## config.mk

```make
export PLATFORM = sky130hd
export DESIGN_NAME = keypad_pin_lock_unit
export DESIGN_NICKNAME = d
export VERILOG_FILES = /design/src/hdl/kpl_pkg.sv /design/src/hdl/keypad_pin_lock_unit.sv
export SDC_FILE = /design/constraint.sdc
export NUM_CORES = 1
export LEC_CHECK = 0
export ABC_AREA = 1
export BUFFER_PORTS_ARGS = -buffer_cell sky130_fd_sc_hd__buf_4
export CORE_MARGIN = 1.5
export CORE_UTILIZATION = 50
export CTS_CLUSTER_DIAMETER = 30
export DETAILED_ROUTE_END_ITERATION = 6
export PLACE_DENSITY = 0.71
export REMOVE_ABC_BUFFERS = 1
export SLEW_MARGIN = 20
export SYNTH_ARGS = -nofsm -noshare
export SYNTH_HDL_FRONTEND = slang
export SYNTH_SLANG_ARGS = --single-unit
```

## constraint.sdc

```tcl
create_clock -name clk -period 5.25 [get_ports clk]
set_clock_uncertainty 0.1 [all_clocks]
set_input_delay 0.2625 -clock clk [delete_from_list [all_inputs] [get_ports clk]]
set_output_delay 0.2625 -clock clk [all_outputs]
set_load 0.01 [all_outputs]
```

## src/hdl/kpl_pkg.sv

```systemverilog
package kpl_pkg;

	typedef logic [1:0] digit_t;

	typedef enum logic [1:0] {
		VERDICT_NONE  = 2'd0,
		VERDICT_WRONG = 2'd1,
		VERDICT_RIGHT = 2'd2
	} verdict_t;

	typedef enum logic {
		REQ_SAMPLE = 1'b0,
		REQ_START  = 1'b1
	} req_t;

	// configuration register indexes
	localparam logic [1:0] REG_LEVEL1  = 2'd0;
	localparam logic [1:0] REG_LEVEL2  = 2'd1;
	localparam logic [1:0] REG_LEVEL3  = 2'd2;
	localparam logic [1:0] REG_RELEASE = 2'd3;

	localparam logic [7:0] LEVEL1_RESET  = 8'h3F;
	localparam logic [7:0] LEVEL2_RESET  = 8'h94;
	localparam logic [7:0] LEVEL3_RESET  = 8'hB3;
	localparam logic [7:0] RELEASE_RESET = 8'hE4;

	localparam logic [7:0] LFSR_TAPS  = 8'hB8;
	localparam logic [2:0] NUM_DIGITS = 3'd4;
	localparam logic [2:0] LAST_STAGE = 3'd4;

	function automatic logic [7:0] lfsr_next(input logic [7:0] cur);
		logic [7:0] shifted;
		shifted = {1'b0, cur[7:1]};
		return cur[0] ? (shifted ^ LFSR_TAPS) : shifted;
	endfunction

	// digit 0 is the most significant pair
	function automatic digit_t expected_digit(input logic [7:0] code, input logic [1:0] pos);
		logic [1:0] sel;
		sel = 2'd3 - pos;
		return code[{sel, 1'b0} +: 2];
	endfunction

endpackage

```

## src/hdl/keypad_pin_lock_unit.sv

```systemverilog
// channel | valid    | stall     | payload
// in      | in_valid | in_stall  | req_type, sample, start_seed
// out     | out_valid| out_stall | digit_accepted, verdict, stage_now, digits_entered
// cfg     | cfg_wr_en| -         | cfg_index, cfg_wdata
//
// one word per cycle sustained while out_stall is low; a taken word moves from the input
// register to the output register, the lock update running between the two registers.
// all lock state is updated in the cycle the word leaves the input register.
// reset restores the thresholds and clears the game; there is no clearing pass.
// a stalled output holds its word while the input register still takes one more word.
module keypad_pin_lock_unit (
	input  logic       clk,
	input  logic       arst_n,
	input  logic       cfg_wr_en,
	input  logic [1:0] cfg_index,
	input  logic [7:0] cfg_wdata,
	input  logic       in_valid,
	output logic       in_stall,
	input  logic       req_type,
	input  logic [7:0] sample,
	input  logic [7:0] start_seed,
	output logic       out_valid,
	input  logic       out_stall,
	output logic       digit_accepted,
	output logic [1:0] verdict,
	output logic [2:0] stage_now,
	output logic [2:0] digits_entered
);

	logic [7:0] level1_q, level2_q, level3_q, release_q;

	// input register
	logic       valid_s1;
	logic       req_s1;
	logic [7:0] sample_s1;
	logic [7:0] seed_s1;

	// lock state
	kpl_pkg::digit_t entered_q [4];
	logic [2:0]      count_q;
	logic [7:0]      lfsr_q;
	logic [2:0]      stage_q;
	logic            seen_q;
	logic            held_q;
	logic            started_q;

	// output register
	logic              out_valid_q;
	logic              accepted_q;
	kpl_pkg::verdict_t verdict_q;
	logic [2:0]        stage_out_q;
	logic [2:0]        count_out_q;

	logic advance, fire, take;

	// next state
	kpl_pkg::digit_t   entered_n [4];
	logic [2:0]        count_n;
	logic [7:0]        lfsr_n;
	logic [2:0]        stage_n;
	logic              seen_n, held_n, started_n;
	logic              accepted_n;
	kpl_pkg::verdict_t verdict_n;

	assign advance  = !out_valid_q || !out_stall;
	assign fire     = valid_s1 && advance;
	assign in_stall = valid_s1 && !advance;
	assign take     = in_valid && !in_stall;

	always_comb begin
		kpl_pkg::digit_t key;
		logic            released;
		logic [1:0]      idx;
		logic            hit;
		logic            ok;
		logic [7:0]      seed;

		entered_n  = entered_q;
		count_n    = count_q;
		lfsr_n     = lfsr_q;
		stage_n    = stage_q;
		seen_n     = seen_q;
		held_n     = held_q;
		started_n  = started_q;
		accepted_n = 1'b0;
		verdict_n  = kpl_pkg::VERDICT_NONE;

		key = 2'd0;
		if (sample_s1 > level1_q) key = 2'd1;
		if (sample_s1 > level2_q) key = 2'd2;
		if (sample_s1 > level3_q) key = 2'd3;
		released = sample_s1 > release_q;
		idx      = count_q[1:0];
		hit      = seen_q && !released && (entered_q[idx] == key);
		ok       = 1'b1;
		seed     = (seed_s1 == 8'd0) ? 8'd1 : seed_s1;

		if (req_s1 == kpl_pkg::REQ_START) begin
			lfsr_n    = kpl_pkg::lfsr_next(seed);
			stage_n   = 3'd0;
			for (int i = 0; i < 4; i++) entered_n[i] = 2'd0;
			count_n   = 3'd0;
			seen_n    = 1'b0;
			held_n    = 1'b0;
			started_n = 1'b1;
		end else if (started_q) begin
			// debounce: second matching sample arms the press, release completes it
			if (hit) begin
				seen_n = 1'b0;
				held_n = 1'b1;
			end
			if (!held_n && !released) begin
				entered_n[idx] = key;
				seen_n         = 1'b1;
			end
			if (held_n && released) begin
				held_n     = 1'b0;
				accepted_n = 1'b1;
			end

			if (accepted_n) begin
				if (count_q < kpl_pkg::NUM_DIGITS) count_n = count_q + 3'd1;
				// first stage checks each digit as it comes in
				if (stage_q == 3'd0 && count_n < kpl_pkg::NUM_DIGITS &&
				    entered_n[idx] != kpl_pkg::expected_digit(lfsr_q, idx)) begin
					verdict_n = kpl_pkg::VERDICT_WRONG;
					count_n   = 3'd0;
				end
			end

			if (count_n == kpl_pkg::NUM_DIGITS) begin
				if (stage_q == 3'd0) begin
					ok = entered_n[3] == kpl_pkg::expected_digit(lfsr_q, 2'd3);
				end else if (stage_q < kpl_pkg::LAST_STAGE) begin
					for (int i = 0; i < 4; i++)
						if (entered_n[i] != kpl_pkg::expected_digit(lfsr_q, 2'(i)))
							ok = 1'b0;
				end
				if (ok) begin
					if (stage_q < kpl_pkg::LAST_STAGE) stage_n = stage_q + 3'd1;
					lfsr_n    = kpl_pkg::lfsr_next(lfsr_q);
					verdict_n = kpl_pkg::VERDICT_RIGHT;
				end else begin
					verdict_n = kpl_pkg::VERDICT_WRONG;
				end
				for (int i = 0; i < 4; i++) entered_n[i] = 2'd0;
				count_n = 3'd0;
			end
		end
	end

	always_ff @(posedge clk or negedge arst_n) begin
		if (!arst_n) begin
			level1_q  <= kpl_pkg::LEVEL1_RESET;
			level2_q  <= kpl_pkg::LEVEL2_RESET;
			level3_q  <= kpl_pkg::LEVEL3_RESET;
			release_q <= kpl_pkg::RELEASE_RESET;
		end else if (cfg_wr_en) begin
			unique case (cfg_index)
				kpl_pkg::REG_LEVEL1:  level1_q  <= cfg_wdata;
				kpl_pkg::REG_LEVEL2:  level2_q  <= cfg_wdata;
				kpl_pkg::REG_LEVEL3:  level3_q  <= cfg_wdata;
				kpl_pkg::REG_RELEASE: release_q <= cfg_wdata;
			endcase
		end
	end

	always_ff @(posedge clk or negedge arst_n) begin
		if (!arst_n) begin
			valid_s1    <= 1'b0;
			out_valid_q <= 1'b0;
			for (int i = 0; i < 4; i++) entered_q[i] <= 2'd0;
			count_q     <= 3'd0;
			lfsr_q      <= 8'd1;
			stage_q     <= 3'd0;
			seen_q      <= 1'b0;
			held_q      <= 1'b0;
			started_q   <= 1'b0;
		end else begin
			if (take) valid_s1 <= 1'b1;
			else if (fire) valid_s1 <= 1'b0;
			if (advance) out_valid_q <= valid_s1;
			if (fire) begin
				entered_q <= entered_n;
				count_q   <= count_n;
				lfsr_q    <= lfsr_n;
				stage_q   <= stage_n;
				seen_q    <= seen_n;
				held_q    <= held_n;
				started_q <= started_n;
			end
		end
	end

	always_ff @(posedge clk) begin
		if (take) begin
			req_s1    <= req_type;
			sample_s1 <= sample;
			seed_s1   <= start_seed;
		end
		if (fire) begin
			accepted_q  <= accepted_n;
			verdict_q   <= verdict_n;
			stage_out_q <= stage_n;
			count_out_q <= count_n;
		end
	end

	assign out_valid      = out_valid_q;
	assign digit_accepted = accepted_q;
	assign verdict        = verdict_q;
	assign stage_now      = stage_out_q;
	assign digits_entered = count_out_q;

endmodule

```

==> flow_summary_export.csv, run 1 <==
group,metric,value,unit
final_layout,final_cells,792,
global_routing,grt_use_met3,5.38,%
sta,max_freq,263,MHz
synthesis,synthesis.area,5030,um2
global_routing,grt_use_met1,31.7,%
min_path,hold_depth,3,
final_layout,postLayoutCellArea,5840,um2
setup_path,critPathTopFamily,"simple AND/OR/NAND/NOR gates",
cts,clk_latency,0.38,ns
routing,first_pass_iters,5,
setup_path,crit_type,"reg2reg",
synthesis,netlist_top_cells_area,"dfrtp_1 (20%), edfxtp_1 (16%), nand2_1 (12%)",
min_path,hold-path-endpoint,"valid_s1$_DFFE_PN0P_",
sta,setup_tns,0,ns
setup_path,r2r-start,"level1_q[5]$_DFFE_PN1P_",
routing,num_vias,4155,
synthesis,synth_seq_cells,85,
synthesis,synth_ff_type,"dfrtp_1",
synthesis,synth_top_area_share,19.9,%
setup_path,critPathCaptureType,"flop",
floorplan,dieWidth,103,um
min_path,hold_class,"in2reg",
floorplan,start_util,51.5,%
cts,clock-root-buffer,"clkbuf_8",
pwr,p_leak,2.81,nW
sta,hold_viol,0,
global_routing,grt_usage,22.8,%
placed_design,portBuffers,42,
placed_design,placed_area,5440,um2
setup_path,required,5.30,ns
placed_design,place.gp.congestion,0.960,
flow_run,max_cap_viol_count,0,
pwr,power.density,385,nW/um2
cts,ctsLongestPathBuffers,2,
setup_path,cp.arrival,3.85,ns
setup_path,rrSetupSlack,1.44,ns
pwr,seqPwrFrac,40.0,%
global_routing,busiest_layer,"met2",
sta,slew_headroom,49.0,%
outcome,status,"finished, final reports clean",
cts,numCtsBuffers,9,
global_routing,grt-ovfl-total,0,
global_routing,grt_antenna_before_repair,0,
setup_path,crit_path_top_delay_cell,"dfstp_2",
synthesis,yosysWarnings,0,
sta,worst_slew_pin_slew,0.765,ns
final_layout,finalNetCount,724,
pwr,vdd_drop_max,0.197,mV
placed_design,hpwl,7980,um
sta,finalCritPeriodShare,72.5,%
synthesis,netlist_instances,596,
pwr,intPower,1.40,mW
floorplan,num_rows,36,
pwr,power_frac_clock,23.7,%
global_routing,grt_pass1_wl,18500,um
final_layout,post-route-util,59.8,%
setup_path,r2r_cells,22,
floorplan,core,9770,um2
pwr,switchingPower,0.846,mW
sta,setup_viol,0,
synthesis,synth_largest_area_cell,"dfrtp_1",
final_layout,area_delta_synth_final,16.1,%
sta,period_needed,3.81,ns
floorplan,die-area,10700,um2
cts,cts_tree,"yes",
routing,first_iter_violations,245,
global_routing,grt_pass1_vias,3981,
min_path,worstHoldStart,"in_valid",
synthesis,async_reset_ff_share,69.4,%
routing,drt-vias-per-instance,5.25,
synthesis,synth_edf_count,26,
global_routing,grt_use_met2,35.6,%
routing,wl_per_cell,14.1,um
setup_path,crit_top_cell,"nand2_1",
cts,htreeDepth,3,
setup_path,start_kind,"flop",
synthesis,ys_types,41,
cts,cts_resized,0,
pwr,p_sw_share,37.7,%
pwr,power_frac_comb,36.3,%
setup_path,crit_path_cell_trace,"inv_1 > ha_1 > nand2_1 > nor2_1 > nand4_1 > nand3_2 > nand2_2 > nand2_1 > nand3_2 > nand3_2 > nand2_1 > nand3_1 > nand3_1 > nand3_1 > nand2_1 > nand2_1 > nand2_2 > o21ai_4 > nand3_1 > nor2_1 > nand2_1 > and3_1",
final_layout,antenna_cells,0,
synthesis,avgSynthCellArea,8.44,um2
setup_path,worst-path-stages,22,
routing,drc_errors,0,
setup_path,crit_fanout,11,
setup_path,max_stage_delay,0.54,ns
global_routing,grt_max_degree,60,
placed_design,placedCellCount,758,
floorplan,die_h,103,um
sta,rsz0062_at_grt,"false",
cts,cts_sinks,85,
floorplan,io_pins,43,
sta,slew_viol_final,0,
routing,drt_wl_total,11200,um
synthesis,ys_seq_area_share,45.3,%
pwr,totalPowerFinal,2.25,mW
final_layout,drive_gt1_share,16.7,%
setup_path,worst_r2r_endpoint,"stage_now[1]$_DFFE_PP_",
routing,ant_nets,0,
cts,path_clk_slew,0.09,ns
setup_path,crit_buf_inv,1,
-- worst reg2reg max path, cell delays in order (launching register included) --
cell,delay (ns)
dfstp_2,0.54
inv_1,0.04
ha_1,0.28
nand2_1,0.06
nor2_1,0.22
nand4_1,0.21
nand3_2,0.15
nand2_2,0.10
nand2_1,0.09
nand3_2,0.26
nand3_2,0.26
nand2_1,0.13
nand3_1,0.10
nand3_1,0.12
nand3_1,0.11
nand2_1,0.05
nand2_1,0.08
nand2_2,0.09
o21ai_4,0.11
nand3_1,0.11
nor2_1,0.13
nand2_1,0.08
and3_1,0.14
-- stage by stage --
step	setup slack (ns)	hold WS, ns
after floorplan	1.99	-0.133
after global placement	1.59	0.282
after detailed placement	1.52	0.289
after CTS	1.50	0.0506
after global routing	0.974	0.0641
final	1.44	0.0629
-- kinds of logic (layout without fill, tap and decap cells) --
kind of cell               Yosys count  in the layout  share of synthesized area, %
adders and majority gates           38             38                          9.45
DFF                                 85             85                          45.3
AOI/OAI and AO/OA                  112            112                          13.0
muxes                                1              1                         0.199
and+or+nand+nor                    253            253                          22.8
buffers and inverters              101            164                          8.08
xor gates and xnor gates             6              6                          1.04
-- state kept, by name, indices dropped and copies added (netlist names), 8 cells and up --
register,flops
release_q,8
level1_q,8
level2_q,8
sample_s1,8
level3_q,8
lfsr_q,8
seed_s1,8
entered_q,8
-- layout by cell type (no fill, tap or decap), drive strengths merged --
cell           n
a32oi          2
nor2          32
nor3           2
o21a           3
a22oi          4
mux2i          1
nor4           2
buf           43
clkinv         4
edfxtp        26
o22ai         12
o21ai         59
a21oi         29
a21o           1
xor2           3
nand3         34
clkbuf        10
nand3b         4
xnor2          3
and3           1
nand4         16
dfrtp         40
a32o           1
ha            38
a21boi         1
bufinv         2
inv           87
dfstp         19
dlygate4sd3   18
nand2        162
-- per-layer routing --
layer  routed length (um)  share of wire [%]
met5                    0                  0
met4                  117                1.0
met3                  587                5.3
met2                 5100                 46
met1                 5350                 48
-- worst max-delay path by stage --
stage / slack (ns) / from / endpoint
final: 1.44 / level1_q[5]$_DFFE_PN1P_ / stage_now[1]$_DFFE_PP_
after floorplan: 1.99 / level2_q[7]$_DFFE_PN1P_ / stage_now[1]$_DFFE_PP_
after global routing: 0.97 / release_q[7]$_DFFE_PN1P_ / stage_now[0]$_DFFE_PP_
after global placement: 1.59 / level1_q[5]$_DFFE_PN1P_ / stage_now[1]$_DFFE_PP_
after detailed placement: 1.52 / level1_q[5]$_DFFE_PN1P_ / stage_now[1]$_DFFE_PP_
after CTS: 1.50 / level1_q[5]$_DFFE_PN1P_ / stage_now[1]$_DFFE_PP_
-- layout make-up --
type	count	area [um2]
Clock buffer	10	138
Clock inverter	6	85.1
Fill cell	865	3930
Inverter	87	327
Multi-Input combinational cell	410	2340
Sequential cell	85	2280
Tap cell	133	166
Timing Repair Buffer	61	503
-- Yosys cell counts (2+ instances only) --
| master | number |
|---|---|
| buf_6 | 3 |
| a22oi_1 | 4 |
| nor3_1 | 2 |
| nand3_1 | 30 |
| o22ai_1 | 12 |
| nor2_1 | 29 |
| dfstp_2 | 19 |
| buf_2 | 4 |
| nand3_2 | 4 |
| o21ai_2 | 8 |
| edfxtp_1 | 26 |
| xor2_1 | 3 |
| o21ai_0 | 49 |
| dfrtp_1 | 40 |
| xnor2_1 | 3 |
| inv_1 | 81 |
| inv_2 | 5 |
| clkbuf_1 | 7 |
| nand3b_1 | 4 |
| nand4_1 | 12 |
| nor2_4 | 2 |
| o21a_1 | 3 |
| ha_1 | 38 |
| nand2_1 | 155 |
| a21oi_1 | 28 |
| nand2_2 | 6 |
| nand4_2 | 4 |
| a32oi_1 | 2 |
-- timing repair --
action | in CTS | in global routing
hold buffers | 18 | 0
endpoints found under the hold margin | 57 | 0
buffers inserted | 0 | 0
-- power groups by stage --
| stage | clock (mW) | combinational, mW | sequential [mW] |
|---|---|---|---|
| finish | 0.533 | 0.816 | 0.899 |
| global route | 0.568 | 0.933 | 0.914 |
| CTS | 0.539 | 0.806 | 0.898 |
| detailed placement | 0 | 0.789 | 0.910 |
| global placement | 0 | 0.775 | 0.908 |
| floorplan | 0 | 0.599 | 0.887 |
Note: power is estimated with default switching activity, not from simulation.
==> inputs of run 2 (changes only) <==
--- a/config.mk
+++ b/config.mk
@@ -5,7 +5,7 @@
 export SDC_FILE = /design/constraint.sdc
 export NUM_CORES = 1
 export LEC_CHECK = 0
-export ABC_AREA = 1
+export ABC_AREA = 0
 export BUFFER_PORTS_ARGS = -buffer_cell sky130_fd_sc_hd__buf_4
 export CORE_MARGIN = 1.5
 export CORE_UTILIZATION = 50
==> constraint.sdc (replaced) <==
create_clock -name clk -period 3.6 [get_ports clk]
set_clock_uncertainty 0.1 [all_clocks]
set_input_delay 0.18 -clock clk [delete_from_list [all_inputs] [get_ports clk]]
set_output_delay 0.18 -clock clk [all_outputs]
set_load 0.01 [all_outputs]
==> flow_summary_export.csv, run 2 <==
group,metric,value,unit
outcome,status,"finished, violations left",
outcome,violations,"negative setup slack",
global_routing,grt_usage,27.5,%
routing,drt-vias-per-instance,5.93,
cts,cts_sinks,85,
synthesis,netlist_top_cells_area,"dfrtp_1 (19%), edfxtp_1 (15%), dfstp_2 (9.5%)",
synthesis,synth_xor_area_share,2.50,%
setup_path,crit_type,"reg2reg",
final_layout,postLayoutCellArea,7260,um2
final_layout,final_cells,794,
setup_path,crit_path_top_delay_cell,"or4_4",
synthesis,synthAdderAreaFrac,9.05,%
sta,finalCritPeriodShare,117,%
synthesis,yosysWarnings,0,
sta,setup_tns,-16.87,ns
sta,worst_slew_pin_slew,0.931,ns
routing,first_pass_iters,5,
pwr,totalPowerFinal,4.08,mW
cts,numCtsBuffers,9,
setup_path,required,3.75,ns
synthesis,yosys.area_share.simple,14.3,%
routing,drc_errors,0,
cts,clk_latency,0.38,ns
final_layout,post-route-util,70.6,%
placed_design,hpwl,9670,um
setup_path,critPathCaptureType,"flop",
sta,max_freq,237,MHz
global_routing,grt_pass1_wl,23800,um
pwr,vdd_drop_max,0.419,mV
routing,ant_nets,0,
pwr,p_leak,3.02,nW
pwr,power_frac_clock,18.2,%
floorplan,io_pins,43,
floorplan,num_rows,37,
final_layout,finalNetCount,723,
final_layout,antenna_cells,0,
setup_path,crit_buf_inv,1,
setup_path,cp.arrival,4.37,ns
routing,drt_wl_total,14700,um
floorplan,die-area,11100,um2
routing,num_vias,4712,
floorplan,dieWidth,106,um
synthesis,ys_types,68,
pwr,p_sw_share,37.9,%
sta,hold_viol,0,
sta,rsz0062_at_grt,"true",
sta,finalWorstSetupSlack,-0.628,ns
flow_run,max_cap_viol_count,0,
placed_design,pre_cts_slack,-0.708,ns
pwr,switchingPower,1.55,mW
synthesis,muxShareOfSynthArea,8.59,%
pwr,power_frac_comb,49.5,%
setup_path,max_stage_delay,0.58,ns
synthesis,synth_top_family_by_area,"compound AO/OA/AOI/OAI gates",
global_routing,grt_max_degree,60,
floorplan,start_util,51.1,%
routing,first_iter_violations,436,
global_routing,grt-ovfl-total,0,
synthesis,synth_edf_count,26,
sta,setup_viol,30,
sta,period_needed,4.23,ns
final_layout,mostFrequentLayoutCell,"buf_4",
placed_design,placed_area,6130,um2
cts,clock-root-buffer,"clkbuf_8",
synthesis,netlist_instances,514,
synthesis,synth_compound_area_share,17.6,%
sta,slew_viol_final,0,
min_path,hold_class,"in2reg",
placed_design,placedCellCount,735,
final_layout,final_cell_mix,"buf_4 (105), inv_1 (42), nand2_1 (40), dfrtp_1 (40)",
synthesis,synth_seq_cells,85,
cts,htreeDepth,3,
synthesis,synth_largest_area_cell,"dfrtp_1",
final_layout,drive_gt1_share,37.7,%
placed_design,portBuffers,42,
synthesis,ys_seq_area_share,43.4,%
synthesis,synthesis.area,5260,um2
floorplan,core,10300,um2
pwr,power.density,563,nW/um2
synthesis,synth_common_cells,"inv_1 (42), nand2_1 (42), dfrtp_1 (40), ha_1 (38), a21oi_1 (32)",
setup_path,crit_path_cell_trace,"buf_4 > ha_4 > and3_4 > a221o_1 > a22o_1 > or4_4 > a31o_1 > a211oi_2 > a32o_2 > or3_4 > nand3_4 > and3_4 > or4_4 > a21oi_2",
pwr,intPower,2.54,mW
synthesis,async_reset_ff_share,69.4,%
pwr,seqPwrFrac,32.3,%
sta,worst_hold_slack,0.164,ns
cts,cts_tree,"yes",
setup_path,critPathTopFamily,"simple AND/OR/NAND/NOR gates",
placed_design,place.gp.congestion,0.891,
setup_path,start_kind,"flop",
global_routing,grt_pass1_vias,4778,
cts,path_clk_slew,0.09,ns
final_layout,area_delta_synth_final,38.1,%
sta,slew_headroom,37.9,%
setup_path,crit_fanout,5,
routing,wl_per_cell,18.5,um
final_layout,fillers,720,
synthesis,avgSynthCellArea,10.2,um2
synthesis,synth_ff_type,"dfrtp_1",
cts,ctsLongestPathBuffers,2,
global_routing,grt_antenna_before_repair,0,
synthesis,synth_top_area_share,19.0,%
floorplan,die_h,106,um
==> run 2: timing repair <==
item	CTS	global route
buffers inserted	11	3
pin swaps	36	17
endpoints found under the setup margin	30	30
endpoints found under the hold margin	91	0
hold buffers	29	0
resized for setup	61	18
==> run 2: routing by layer <==
metal,global-route usage [%],vias to the layer above,share of wire [%]
li1,-,2171,-
met1,37.3,2286,44
met2,43.0,210,47
met3,5.26,45,6.2
met4,12.3,0,3.1
met5,0,-,0
==> run 2: logic make-up (layout without fill, tap and decap cells) <==
| kind of cell | Yosys count | count (layout) |
|---|---|---|
| simple gates | 146 | 146 |
| compound gates | 133 | 133 |
| flops | 85 | 85 |
| buf+inv | 60 | 204 |
| fa+ha+maj | 38 | 38 |
| mux | 37 | 37 |
| xor+xnor | 15 | 15 |
==> run 2: tightest hold or removal path: stages <==
cell     delay, ns
buf_4         0.10
nor3b_1       0.05
buf_4         0.17
nand2_1       0.07
o21ai_0       0.07
==> run 2: final timing paths <==
kind / start / end / slack (ns) / cells past startpoint
worst max register to register: sample_s1[1]$_DFFE_PP_ / stage_now[2]$_DFFE_PP_ / -0.63 / 14
min in group asynchronous: arst_n / level2_q[1]$_DFFE_PN0P_ / 0.33 / 2
worst min-delay path: cfg_index[1] / level1_q[2]$_DFFE_PN1P_ / 0.16 / 5
worst max-delay path: sample_s1[1]$_DFFE_PP_ / stage_now[2]$_DFFE_PP_ / -0.63 / 14
max in group asynchronous: arst_n / lfsr_q[7]$_DFFE_PN0P_ / 2.56 / 2
worst min register to register: valid_s1$_DFFE_PN0P_ / out_valid$_DFFE_PN0P_ / 0.41 / 1
==> run 2: power groups by stage <==
| stage | logic [mW] | registers [mW] | clock network (mW) |
|---|---|---|---|
| global placement | 1.47 | 1.32 | 0 |
| global route | 2.15 | 1.34 | 0.795 |
| floorplan | 0.935 | 1.32 | 0 |
| CTS | 1.84 | 1.31 | 0.756 |
| detailed placement | 1.52 | 1.33 | 0 |
| finish | 2.02 | 1.32 | 0.742 |
==> run 2: cell type report <==
type | instances | area, um2 | share of cell area [%]
multi-input combinational | 369 | 3200 | 44.1
sequential | 85 | 2280 | 31.4
tap | 136 | 170 | 2.34
clock inverter | 5 | 56.3 | 0.776
clock buffer | 11 | 163 | 2.24
inverter | 45 | 169 | 2.33
timing repair buffer | 143 | 1210 | 16.7
==> inputs of run 3 (changes only) <==
--- a/config.mk
+++ b/config.mk
@@ -6,14 +6,13 @@
 export NUM_CORES = 1
 export LEC_CHECK = 0
 export ABC_AREA = 0
-export BUFFER_PORTS_ARGS = -buffer_cell sky130_fd_sc_hd__buf_4
+export BUFFER_PORTS_ARGS = -buffer_cell sky130_fd_sc_hd__buf_2
 export CORE_MARGIN = 1.5
 export CORE_UTILIZATION = 50
 export CTS_CLUSTER_DIAMETER = 30
 export DETAILED_ROUTE_END_ITERATION = 6
 export PLACE_DENSITY = 0.71
 export REMOVE_ABC_BUFFERS = 1
-export SLEW_MARGIN = 20
 export SYNTH_ARGS = -nofsm -noshare
 export SYNTH_HDL_FRONTEND = slang
 export SYNTH_SLANG_ARGS = --single-unit
==> flow_summary_export.csv, run 3 (synthesis results as in run 2) <==
group,metric,value,unit
cts,clock-root-buffer,"clkbuf_8",
flow_run,max_cap_viol_count,0,
sta,finalWorstSetupSlack,-0.673,ns
pwr,vdd_drop_max,0.379,mV
global_routing,busiest_layer,"met2",
routing,drt-vias-per-instance,5.94,
setup_path,crit_path_cell_trace,"buf_6 > ha_4 > and3_4 > a221o_1 > a22o_1 > or4_4 > buf_4 > a211oi_4 > a211oi_4 > xor2_1 > nor3_2 > nand4_1 > a31o_4 > nand2b_4 > buf_12 > a211oi_4",
cts,numCtsBuffers,9,
routing,wl_per_cell,18.3,um
floorplan,die-area,11100,um2
sta,max_freq,234,MHz
routing,ant_nets,0,
final_layout,area_delta_synth_final,36.9,%
min_path,hold-path-endpoint,"level1_q[0]$_DFFE_PN1P_",
global_routing,grt_antenna_before_repair,0,
sta,worst_slew_pin_slew,0.921,ns
min_path,worstHoldStart,"cfg_wdata[0]",
floorplan,num_rows,37,
sta,worst_hold_slack,0.0127,ns
setup_path,worst_r2r_endpoint,"lfsr_q[2]$_DFFE_PN0P_",
global_routing,grt_pass1_wl,23600,um
routing,drt_wl_total,14600,um
final_layout,final_cell_mix,"buf_4 (64), buf_2 (42), inv_1 (41), nand2_1 (40), dfrtp_1 (40)",
min_path,hold_class,"in2reg",
sta,setup_tns,-17.31,ns
final_layout,antenna_cells,0,
global_routing,grt_usage,27.3,%
setup_path,rrSetupSlack,-0.67,ns
setup_path,crit_type,"reg2reg",
outcome,status,"finished, violations left",
setup_path,critPathTopFamily,"compound AO/OA/AOI/OAI gates",
final_layout,finalNetCount,725,
final_layout,mostFrequentLayoutCell,"buf_4",
global_routing,grt_max_degree,32,
floorplan,die_h,106,um
setup_path,crit_buf_inv,3,
global_routing,grt_use_met3,5.19,%
pwr,p_leak,3.00,nW
sta,slew_headroom,38.6,%
placed_design,hpwl,9560,um
global_routing,grt-ovfl-total,0,
final_layout,drive_gt1_share,38.8,%
setup_path,max_stage_delay,0.55,ns
routing,first_pass_iters,5,
placed_design,place.gp.congestion,0.918,
min_path,hold_depth,2,
cts,ctsLongestPathBuffers,2,
placed_design,portBuffers,42,
sta,setup_viol,30,
cts,clk_latency,0.37,ns
routing,num_vias,4725,
global_routing,grt_pass1_vias,4823,
setup_path,crit_fanout,6,
sta,finalCritPeriodShare,119,%
routing,first_iter_violations,353,
setup_path,critPathCaptureType,"flop",
outcome,violations,"negative setup slack",
pwr,power.density,550,nW/um2
sta,rsz0062_at_grt,"true",
routing,drc_errors,0,
setup_path,r2r_cells,16,
global_routing,grt_use_met2,45.5,%
cts,cts_sinks,85,
floorplan,io_pins,43,
floorplan,core,10300,um2
setup_path,cp.arrival,4.45,ns
cts,cts_tree,"yes",
sta,period_needed,4.27,ns
setup_path,crit_path_top_delay_cell,"or4_4",
cts,htreeDepth,3,
sta,hold_viol,0,
setup_path,required,3.78,ns
setup_path,r2r-start,"sample_s1[2]$_DFFE_PP_",
global_routing,grt_use_met1,35.1,%
setup_path,crit_top_cell,"a211oi_4",
floorplan,start_util,51.1,%
sta,slew_viol_final,0,
setup_path,start_kind,"flop",
cts,path_clk_slew,0.08,ns
floorplan,dieWidth,106,um
-- run 3: changes by cell type in the layout (fill, tap and decap cells not counted), sizes merged --
cell	before	now
buf	114	118
dlygate4sd3	29	27
-- run 3: final cells by class --
class                           instances  area (um2)
Multi-Input combinational cell        369        3260
Sequential cell                        85        2280
Inverter                               45         169
Tap cell                              136         170
Timing Repair Buffer                  145        1130
Clock buffer                           11         131
Clock inverter                          5        51.3
Fill cell                             698        3080
-- run 3: worst max path at each step --
stage / from / to / slack (ns) / cells after the start
global route: sample_s1[2]$_DFFE_PP_ / lfsr_q[2]$_DFFE_PN0P_ / -0.80 / 15
detailed placement: release_q[2]$_DFFE_PN1P_ / stage_now[2]$_DFFE_PP_ / -0.77 / 14
global placement: release_q[2]$_DFFE_PN1P_ / lfsr_q[7]$_DFFE_PN0P_ / -0.69 / 15
floorplan: release_q[2]$_DFFE_PN1P_ / lfsr_q[7]$_DFFE_PN0P_ / -0.57 / 15
CTS: release_q[2]$_DFFE_PN1P_ / lfsr_q[6]$_DFFE_PN0P_ / -0.54 / 15
finish: sample_s1[2]$_DFFE_PP_ / lfsr_q[2]$_DFFE_PN0P_ / -0.67 / 16
-- run 3: what timing repair did --
action | CTS | global route
buffers inserted | 5 | 11
hold buffers | 27 | 0
pin swaps | 41 | 33
cloned | 1 | 0
resized for setup | 68 | 32
setup endpoints to repair | 30 | 30
endpoints found under the hold margin | 56 | 0
-- run 3: where the power goes --
group          leakage (nW)  internal, mW  total [mW]  switching [mW]
Combinational          1.96         0.923        1.97            1.05
Sequential            0.947          1.18        1.31           0.131
Clock                0.0907         0.317       0.675           0.358
-- run 3: per-layer routing --
metal | wire length [um] | vias to the layer above
met4 | 318 | 0
met5 | 0 | -
li1 | - | 2186
met2 | 7230 | 188
met3 | 856 | 29
met1 | 6170 | 2322
-- run 3: per-stage QoR --
stage	instances	power (mW)	instance area, um2	setup slack, ns	util [%]
floorplan	499	2.25	5180	-0.575	-
global placement	737	2.78	6040	-0.688	58.8
detailed placement	737	2.83	6040	-0.765	58.8
CTS	786	3.73	6960	-0.545	67.7
global route	796	4.17	7200	-0.803	70.0
finish	796	3.96	7200	-0.673	70.0
